===== src/lzw_pkg.sv =====
// Shared types and constants of the LZW compressor.
// No dependencies.
`timescale 1ns / 1ps
package lzw_pkg;
	localparam logic OP_DATA = 1'b0;
	localparam logic OP_END  = 1'b1;

	localparam int FIRST_CODE = 258;
	localparam int BUF_W      = 24;
	localparam int CNT_W      = 5;

	typedef struct packed {
		logic put;
		logic final_code;
	} pk_ctl_t;

	typedef struct packed {
		logic ready;
	} pk_stat_t;
endpackage


===== src/lzw_packer.sv =====
// Bit packer: collects codes MSB first and hands out bytes through an
// output register. Depends on lzw_pkg.
`timescale 1ns / 1ps
module lzw_packer #(
	parameter int CODE_WIDTH = 12
) (
	input  logic                    clk,
	input  logic                    arst_n,
	input  lzw_pkg::pk_ctl_t        ctl,
	input  logic [CODE_WIDTH-1:0]   code,
	output lzw_pkg::pk_stat_t       stat,
	output logic                    dst_valid,
	input  logic                    dst_stall,
	output logic [7:0]              out_byte,
	output logic                    last
);
	import lzw_pkg::*;

	logic [BUF_W-1:0] buf_q;
	logic [CNT_W-1:0] cnt_q;
	logic             final_q;
	logic             valid_q;
	logic [7:0]       byte_q;
	logic             last_q;
	logic [CNT_W-1:0] sh;
	logic             slot_free;

	assign sh        = cnt_q - CNT_W'(8);
	assign slot_free = !valid_q || !dst_stall;
	assign stat.ready = cnt_q < CNT_W'(8);

	always_ff @(posedge clk or negedge arst_n) begin
		if (!arst_n) begin
			buf_q   <= '0;
			cnt_q   <= '0;
			final_q <= 1'b0;
			valid_q <= 1'b0;
		end else begin
			if (ctl.put) begin
				buf_q   <= (buf_q << CODE_WIDTH) | BUF_W'(code);
				cnt_q   <= cnt_q + CNT_W'(CODE_WIDTH);
				final_q <= ctl.final_code;
			end else if (cnt_q >= CNT_W'(8) && slot_free) begin
				buf_q <= buf_q & ((BUF_W'(1) << sh) - BUF_W'(1));
				cnt_q <= sh;
			end
			if (cnt_q >= CNT_W'(8) && slot_free && !ctl.put) begin
				valid_q <= 1'b1;
			end else if (!dst_stall) begin
				valid_q <= 1'b0;
			end
		end
	end

	always_ff @(posedge clk) begin
		if (cnt_q >= CNT_W'(8) && slot_free && !ctl.put) begin
			byte_q <= 8'(buf_q >> sh);
			last_q <= final_q && (sh < CNT_W'(8));
		end
	end

	assign dst_valid = valid_q;
	assign out_byte  = byte_q;
	assign last      = last_q;
endmodule


===== config.mk =====
export PLATFORM = sky130hd
export DESIGN_NAME = lzw_packer
export DESIGN_NICKNAME = d
export VERILOG_FILES = /design/src/lzw_pkg.sv /design/src/lzw_packer.sv
export SDC_FILE = /design/constraint.sdc
export NUM_CORES = 1
export LEC_CHECK = 0
export ABC_AREA = 1
export BUFFER_PORTS_ARGS = -buffer_cell sky130_fd_sc_hd__buf_2
export CELL_PAD_IN_SITES_DETAIL_PLACEMENT = 1
export CELL_PAD_IN_SITES_GLOBAL_PLACEMENT = 1
export CORE_MARGIN = 2
export CORE_UTILIZATION = 35
export DETAILED_ROUTE_END_ITERATION = 8
export GPL_ROUTABILITY_DRIVEN = 0
export PLACE_DENSITY = 0.62
export SYNTH_ARGS = -nofsm -noshare
export SYNTH_HDL_FRONTEND = slang
export SYNTH_SLANG_ARGS = --single-unit

===== constraint.sdc =====
create_clock -name clk -period 3.37 [get_ports clk]
set_input_delay 0.674 -clock clk [delete_from_list [all_inputs] [get_ports clk]]
set_output_delay 0.674 -clock clk [all_outputs]
set_load 0.03 [all_outputs]

## Word level (Yosys, flattened, before mapping)

Cells that the tools add are included.

- Word-level logic and storage cells: 31
- Input bits: 17
- Output and inout port bits: 11
- Flip-flop bits (word level): 40

- $lt $le $gt $ge: 3
- Muxes and demuxes: 6
- Add/sub/neg operators: 3
- Eq/ne operators: 1
- Reductions and logical operators: 8
- Bitwise logic cells: 2
- Shift operators: 2

Operators with widths:

| operator | number |
|---|---|
| two-way mux 24 bit | 2 |
| AND 24 bit | 1 |
| OR 24 x 12 -> 24 bit | 1 |
| << shifter 1 x 5 -> 24 bit, first input constant | 1 |
| >> shifter 24 x 5 -> 8 bit | 1 |
| subtractor 24 x 1 -> 24 bit, second input constant | 1 |
| < comparator 5 x 4 -> 1 bit, second input constant | 2 |
| two-way mux 5 bit | 2 |
| adder 5 x 4 -> 5 bit, second input constant | 1 |
| >= comparator 5 x 4 -> 1 bit, second input constant | 1 |
| subtractor 5 x 4 -> 5 bit, second input constant | 1 |
| logical AND 1 bit | 3 |
| logical NOT 1 bit | 3 |
| two-way mux 1 bit | 2 |
| != test 2 x 1 -> 1 bit, second input constant | 1 |
| nonzero test 2 bit | 1 |
| logical OR 1 bit | 1 |

## Logic depth before layout (Yosys ltp)

Gate-level depths: netlist of run 1.

- Depth in word-level cells: 6
- Mapped depth: 12
- Depth with buffers taken out: 10

## Worst setup path after synthesis of run 1

OpenSTA, ideal clock, no wires.

- Path type: reg2reg
- From: register cnt_q[3]
- To: register buf_q[13]
- Cell stages (with the launch flop): 10
- Arrival: 1.830 ns
- Setup slack: 1.414 ns
- Path buffers: 1
- Data required time: 3.243 ns
- Path through: dfrtp_1 inv_2 buf_6 ha_1 nand2_1 ha_1 nand2_1 nor2_1 o21ai_2 o22ai_1

- Word-level cells in the longest chain between the ends: 6
- Elaborated cells on any way between the ends: 9

Ends and longest elaborated chain:

| element | RTL line | text |
|---|---|---|
| start: declaration | lzw_packer.sv:20 | `logic [CNT_W-1:0] cnt_q;` |
| start signal: assignment | lzw_packer.sv:41 | `cnt_q <= cnt_q + CNT_W'(CODE_WIDTH);` |
| start signal: assignment | lzw_packer.sv:45 | `cnt_q <= sh;` |
| subtractor 5 x 4 -> 5 bit | lzw_packer.sv:28 | `assign sh = cnt_q - CNT_W'(8);` |
| << shifter 1 x 5 -> 24 bit | lzw_packer.sv:44 | `buf_q <= buf_q & ((BUF_W'(1) << sh) - BUF_W'(1));` |
| subtractor 24 x 1 -> 24 bit | lzw_packer.sv:44 |  |
| AND 24 bit | lzw_packer.sv:44 |  |
| two-way mux 24 bit | lzw_packer.sv:43 | `end else if (cnt_q >= CNT_W'(8) && slot_free) begin` |
| two-way mux 24 bit | lzw_packer.sv:39 | `if (ctl.put) begin` |
| end signal: assignment | lzw_packer.sv:40 | `buf_q <= (buf_q << CODE_WIDTH) \| BUF_W'(code);` |
| end signal: assignment | lzw_packer.sv:44 |  |
| end: declaration | lzw_packer.sv:19 | `logic [BUF_W-1:0] buf_q;` |

Several ways; a longest one is shown, not always the timed one. The select of a mux whose other input is x is not followed.
A chain may end at the register's enable or synchronous reset.

## Final worst setup path of run 1

- From: register cnt_q[3]
- To: output port stat

- Word-level cells in the longest chain between the ends: 1

Ends and longest elaborated chain:

| element | RTL line | text |
|---|---|---|
| < comparator 5 x 4 -> 1 bit | lzw_packer.sv:30 | `assign stat.ready = cnt_q < CNT_W'(8);` |
| end: declaration | lzw_packer.sv:11 | `output lzw_pkg::pk_stat_t stat,` |

Every way passes these cells.

==> key figures, run 1 <==
Clock network
  – Sink Count: 38
  – Worst-skew pair later-pin latency: 0.29 ns
  – CTS tree: done
  – Clk slew on worst S/H paths: 0.08 ns
  – # hold bufs at CTS: 0
  – PostCTS Resize Cnt: 0
  – Cts bufs inserted: 5
  – Root Buffer Master: clkbuf_8
  – # Post-CTS Setup Buffers: 0
  – Maximum level of the CTS H-tree: 2
  – Clk buf depth: 2

Global route
  – GRT overflow: 0
  – GRT Total Usage: 18.9%
  – Vias in the first global route: 1856
  – First-pass GRT wire length: 9540 um
  – Largest net degree at the start of global routing: 30
  – Antenna violations before repair: 0

Worst setup path
  – Critical path data required time: 2.70 ns
  – Startpoint Class: flip-flop
  – Crit end category: primary output
  – Crit-path max FO: 17
  – Setup CP Type: flip-flop to primary output
  – Critical Path AT: 1.63 ns

Logic synthesis
  – Synth Area in Simple Gates: 21.1%
  – Xor/xnor share of the synthesized area: 0.811%
  – Mapped cell area: 2160 um2
  – Ys Warns: 0
  – Number of distinct library cells after synthesis: 31
  – Asr flop ratio synth: 76.3%
  – Post-synth EDFFs: 9
  – Seq/Total Area, Yosys: 46.1%
  – Syn_nets: 277
  – Mapped Cells: 252
  – Compound-gate portion of the synthesized area: 18.5%
  – Syn_area_per_cell: 8.57 um2
  – Largest family of logic cells by synthesized area: simple AND/OR/NAND/NOR gates
  – Top_reg_cell synth: dfrtp_1
  – Adder-Cell Fraction of Synth Area: 4.63%
  – Mux contribution to synthesized area: 0.463%
  – Count of state elements after synthesis: 38

Drt
  – Initial DRC Count: 85
  – Drt pass-1 iters: 4
  – Drt wl/cell: 15.6 um
  – DRC: 0
  – DR vias: 1777
  – DRT Wirelength: 5540 um
  – ANT nets after route: 0
  – Vias/cell: 5.01

Pwr
  – Max rail drop VDD: 0.000380 V
  – Pwr Density: 1060 nW/um2
  – P_leak: 0.00120 uW

Timing
  – Final worst setup slack: 1.06 ns
  – FMAX: 0.433 GHz
  – Relative slew slack: 52.6%
  – RSZ-0062 raised after global routing: no
  – Slew @ Worst Pin: 0.711 ns
  – Final Hold Viols: 0
  – WHS: 0.422 ns
  – Min Clock Period, post-route: 2.31 ns
  – Endpoints failing setup: 0
  – Worst Skew: 0.00740 ns
  – Tcrit/Tclk final: 68.5%
  – Setup TNS: 0 ns
  – Slew Limit Fails: 0

Worst hold path
  – Hold Crit Class: input port to asynchronous set/reset pin

Floorplan
  – I/O pin count: 28
  – Core footprint: 5960 um2
  – # rows: 28
  – Die Y: 82.6 um
  – Starting density of the core: 36.3%
  – Die area: 6810 um2
  – Chip width: 82.6 um

Final layout
  – Final instance area: 2430 um2
  – Most common cell after layout, fill and taps aside: nand2_1
  – Fill cells: 741
  – Most frequent cells in the layout: nand2_1 (66), o21ai_0 (34), dfrtp_1 (29)
  – Area growth from synthesis to layout: 12.3%
  – Diodes inserted: 0
  – Post-Layout Cell Count: 355
  – Nets: 304
  – Layout cells sized above 1: 21.4%

Place
  – Place WS: 1.06 ns
  – Hpwl dp: 3970 um
  – Port-buffer cells: 27
  – Placed Instance Area: 2330 um2
  – Placed Cells: 347

Outcome
  – Run status: finished, final reports clean

Job
  – Max Cap Viol: 0
==> cell usage after synthesis (3+ instances only) <==
| cell type | number | area share, % |
|---|---|---|
| o21ai_2 | 7 | 2.8 |
| inv_1 | 21 | 3.7 |
| nand2_1 | 66 | 11 |
| nand3_1 | 10 | 2.3 |
| edfxtp_1 | 9 | 13 |
| ha_1 | 8 | 4.6 |
| buf_2 | 4 | 0.93 |
| o22ai_1 | 4 | 1.2 |
| buf_4 | 3 | 1.0 |
| buf_6 | 3 | 1.6 |
| a21oi_1 | 17 | 3.9 |
| nand2_4 | 4 | 2.1 |
| o21ai_1 | 4 | 0.93 |
| dfrtp_1 | 29 | 34 |
| nor2_1 | 10 | 1.7 |
| o21ai_0 | 34 | 7.9 |
==> worst paths after layout <==
| check | start | endpoint | slack (ns) | depth (start not counted) |
|---|---|---|---|---|
| worst max-delay path | cnt_q[3]$_DFFE_PN0P_ | stat | 1.06 | 3 |
| worst min-delay path | arst_n | buf_q[1]$_DFFE_PN0P_ | 0.42 | 1 |
| worst max register to register | cnt_q[3]$_DFFE_PN0P_ | buf_q[21]$_DFFE_PN0P_ | 1.06 | 10 |
| worst min register to register | final_q$_DFFE_PN0P_ | final_q$_DFFE_PN0P_ | 0.48 | 2 |
| max in group asynchronous | arst_n | buf_q[12]$_DFFE_PN0P_ | 2.48 | 1 |
| min in group clk | final_q$_DFFE_PN0P_ | final_q$_DFFE_PN0P_ | 0.48 | 2 |
==> power by group <==
part / switching (uW) / internal, uW / total (uW) / leakage [uW]
clock: 169 / 165 / 334 / 0.0000482
sequential: 118 / 687 / 805 / 0.000444
combinational: 976 / 456 / 1430 / 0.000703
==> flip-flops by register name (all words and copies together), names as in the netlist <==
| name | cells |
|---|---|
| dst_valid | 1 |
| out_byte | 8 |
| final_q | 1 |
| last | 1 |
| cnt_q | 3 |
| buf_q | 24 |
==> layout make-up <==
type / instances / area, um2 / area share, %
clock inverter: 1 / 5.00 / 0.206
clock buffer: 7 / 86.3 / 3.56
multi-input combinational: 179 / 983 / 40.5
sequential: 38 / 996 / 41.1
tap: 75 / 93.8 / 3.87
timing repair buffer: 30 / 158 / 6.50
inverter: 25 / 104 / 4.28
==> critical path: stages (launching register included) <==
cell	delay, ns
dfrtp_1	0.50
inv_2	0.31
ha_1	0.30
buf_2	0.23
==> metal layers <==
layer  vias up  share of wire [%]  global-route usage, %
met5         -                  0                      0
li1        887                  -                      -
met4         0                1.9                   6.23
met2        24                 47                   30.6
met3         8                2.5                   3.70
met1       858                 48                   25.4
==> per-stage QoR <==
stage,utilization [%],power (uW)
floorplan,-,1910
global placement,39.2,2260
detailed placement,39.2,2270
CTS,40.7,2610
global route,40.7,2830
finish,40.7,2570
==> cell families (layout without fill, tap and decap cells) <==
logic type,count (synthesis),after routing
and+or+nand+nor,97,97
adders and majority gates,8,8
AOI/OAI and AO/OA,71,71
buffers and inverters,35,63
xor gates and xnor gates,2,2
muxes,1,1
DFF,38,38
Note: power is estimated with default switching activity, not from simulation.
==> inputs of run 2 (changes only) <==
--- a/config.mk
+++ b/config.mk
@@ -13,7 +13,7 @@
 export CORE_UTILIZATION = 35
 export DETAILED_ROUTE_END_ITERATION = 8
 export GPL_ROUTABILITY_DRIVEN = 0
-export PLACE_DENSITY = 0.62
+export PLACE_DENSITY = 0.65
 export SYNTH_ARGS = -nofsm -noshare
 export SYNTH_HDL_FRONTEND = slang
 export SYNTH_SLANG_ARGS = --single-unit
==> constraint.sdc (replaced) <==
create_clock -name clk -period 2.1 [get_ports clk]
set_input_delay 0.42 -clock clk [delete_from_list [all_inputs] [get_ports clk]]
set_output_delay 0.42 -clock clk [all_outputs]
set_load 0.03 [all_outputs]
==> key figures, run 2 (synthesis gave the netlist of run 1 again) <==
Timing
  – Relative slew slack: 51.7% (was 52.6%)
  – Worst Skew: 0.00608 ns (was 0.00740 ns)
  – Setup TNS: 0 ns (unchanged)
  – Endpoints failing setup: 0 (unchanged)
  – RSZ-0062 raised after global routing: no (unchanged)
  – Slew Limit Fails: 0 (unchanged)
  – Tcrit/Tclk final: 90.3%
  – FMAX: 0.527 GHz
  – Min Clock Period, post-route: 1.90 ns
  – Slew @ Worst Pin: 0.725 ns (was 0.711 ns)
  – Final Hold Viols: 0 (unchanged)

Pwr
  – Flop pwr share: 31.0% (was 31.3%)
  – Pwr Density: 1700 nW/um2 (was 1060 nW/um2)
  – Sw Share: 49.1% (about the same)
  – P_leak: 0.00121 uW (was 0.00120 uW)
  – Clock Power Share: 12.6% (was 13.0%)
  – Switching Power: 2040 uW (was 1260 uW)
  – Comb power frac: 56.4% (was 55.7%)
  – Max rail drop VDD: 0.000861 V (was 0.000380 V)
  – Int Pwr: 2110 uW (was 1310 uW)

Drt
  – DRC: 0 (unchanged)
  – DR vias: 1804 (was 1777)
  – ANT nets after route: 0 (unchanged)
  – DRT Wirelength: 5570 um (was 5540 um)
  – Drt wl/cell: 15.6 um (about the same)
  – Initial DRC Count: 31 (was 85)
  – Drt pass-1 iters: 5 (was 4)
  – Vias/cell: 5.04 (was 5.01)

Clock network
  – Worst-skew pair later-pin latency: 0.29 ns (about the same)
  – Root Buffer Master: clkbuf_8 (unchanged)
  – Sink Count: 38 (unchanged)
  – Cts bufs inserted: 5 (unchanged)
  – Maximum level of the CTS H-tree: 2 (unchanged)
  – CTS tree: done (unchanged)
  – Clk buf depth: 2 (unchanged)
  – Clk slew on worst S/H paths: 0.08 ns (about the same)

Place
  – Port-buffer cells: 27 (unchanged)
  – Hpwl dp: 4090 um (was 3970 um)

Final layout
  – Finished Core Util: 41.1% (was 40.7%)
  – Area of the multi-input gates: 983 um2 (unchanged)
  – Most frequent cells in the layout: nand2_1 (66), o21ai_0 (34), dfrtp_1 (28) (was nand2_1 (66), o21ai_0 (34), dfrtp_1 (29))
  – Register area: 997 um2 (was 996 um2)
  – Nets: 307 (was 304)
  – Largest Register: buf_q (unchanged)
  – Largest register FFs: 24 (unchanged)
  – Diodes inserted: 0 (unchanged)
  – Area growth from synthesis to layout: 13.4% (was 12.3%)
  – Fill cells: 735 (was 741)
  – Most common cell after layout, fill and taps aside: nand2_1 (unchanged)
  – Layout cells sized above 1: 22.6% (was 21.4%)

Worst hold path
  – Hold Crit Class: input port to asynchronous set/reset pin (unchanged)

Floorplan
  – Starting density of the core: 36.3% (unchanged)
  – I/O pin count: 28 (unchanged)
  – Die area: 6810 um2 (unchanged)
  – # rows: 28 (unchanged)
  – Core footprint: 5960 um2 (unchanged)
  – Die Y: 82.6 um (unchanged)
  – Chip width: 82.6 um (unchanged)

Global route
  – Largest net degree at the start of global routing: 30 (unchanged)
  – GRT overflow: 0 (unchanged)
  – Antenna violations before repair: 0 (unchanged)
  – Vias in the first global route: 1977 (was 1856)
  – GRT Total Usage: 18.9% (about the same)
  – First-pass GRT wire length: 9560 um (was 9540 um)

Worst setup path
  – Crit end category: flip-flop (was primary output)
  – Crit-path max FO: 5 (was 17)
  – Setup CP Type: flip-flop to flip-flop (was flip-flop to primary output)
  – CP endpoint: buf_q[22]$_DFFE_PN0P_ (was stat)
  – RR Endpoint: buf_q[22]$_DFFE_PN0P_ (was buf_q[21]$_DFFE_PN0P_)
  – Startpoint Class: flip-flop (unchanged)
  – Critical Path Start: cnt_q[3]$_DFFE_PN0P_ (unchanged)
  – Reg-to-Reg Start: cnt_q[3]$_DFFE_PN0P_ (unchanged)
  – Critical Path AT: 2.12 ns (was 1.63 ns)
  – Critical path data required time: 2.32 ns (was 2.70 ns)
  – Reg2Reg Setup Slack: 0.20 ns (was 1.06 ns)
  – Cells on worst reg2reg path: 10 (unchanged)

Job
  – Max Cap Viol: 0 (unchanged)

Outcome
  – Run status: finished, final reports clean (unchanged)
## run 2: cell types whose count changed in the layout (fill, tap and decap cells not counted), sizes merged
cell,before,now
buf,30,33
## run 2: layout make-up
type | instances | share of cell area [%]
Sequential cell | 38 | 40.7
Multi-Input combinational cell | 179 | 40.1
Timing Repair Buffer | 33 | 7.35
Inverter | 25 | 4.24
Tap cell | 75 | 3.83
Clock buffer | 7 | 3.52
Clock inverter | 1 | 0.204
## run 2: repair_timing
item                                    4_1_cts  5_1_grt
buffers inserted                              0        0
hold buffers                                  0        0
endpoints found under the setup margin        0        3
resized for setup                             0        1
## run 2: critical path, cell delays in order (launching register included)
cell and delay [ns]:
dfrtp_1 0.43, inv_2 0.06, ha_1 0.33, nand2_1 0.16, ha_1 0.26, nand2_1 0.13, nor2_2 0.13, nand3_1 0.08
nand2_1 0.13, nand2_1 0.07, nand2_1 0.06
## run 2: routing by layer
metal / vias to the layer above / GRT usage [%] / part of all wire, % / routed length [um]
li1: 888 / - / - / -
met1: 886 / 23.5 / 47 / 2600
met2: 26 / 33.0 / 50 / 2790
met3: 4 / 4.02 / 2.3 / 128
met4: 0 / 5.25 / 0.90 / 50
met5: - / 0 / 0 / 0
## run 2: worst min-delay path by stage
stage	slack, ns	end
after floorplan	0.12	buf_q[0]$_DFFE_PN0P_
after global placement	0.46	final_q$_DFFE_PN0P_
after detailed placement	0.48	final_q$_DFFE_PN0P_
after CTS	0.21	cnt_q[3]$_DFFE_PN0P_
after global routing	0.21	cnt_q[3]$_DFFE_PN0P_
final	0.17	dst_valid$_DFFE_PN0P_
## run 2: power groups by stage
stage               logic, uW  clock network, uW  registers [uW]
global route             2660                579            1330
CTS                      2370                540            1290
floorplan                1620                  0            1450
global placement         2320                  0            1300
finish                   2350                522            1290
detailed placement       2360                  0            1310
## run 2: stage by stage
step / instance area, um2 / hold slack (ns) / power (uW) / worst slack, ns / instances
after detailed placement: 2360 / 0.483 / 3670 / 0.196 / 350
after CTS: 2450 / 0.208 / 4200 / 0.153 / 358
final: 2450 / 0.168 / 4160 / 0.203 / 358
after global routing: 2450 / 0.214 / 4570 / 0.0144 / 358
after global placement: 2360 / 0.458 / 3630 / 0.297 / 350
after floorplan: 2160 / 0.124 / 3070 / 0.144 / 252
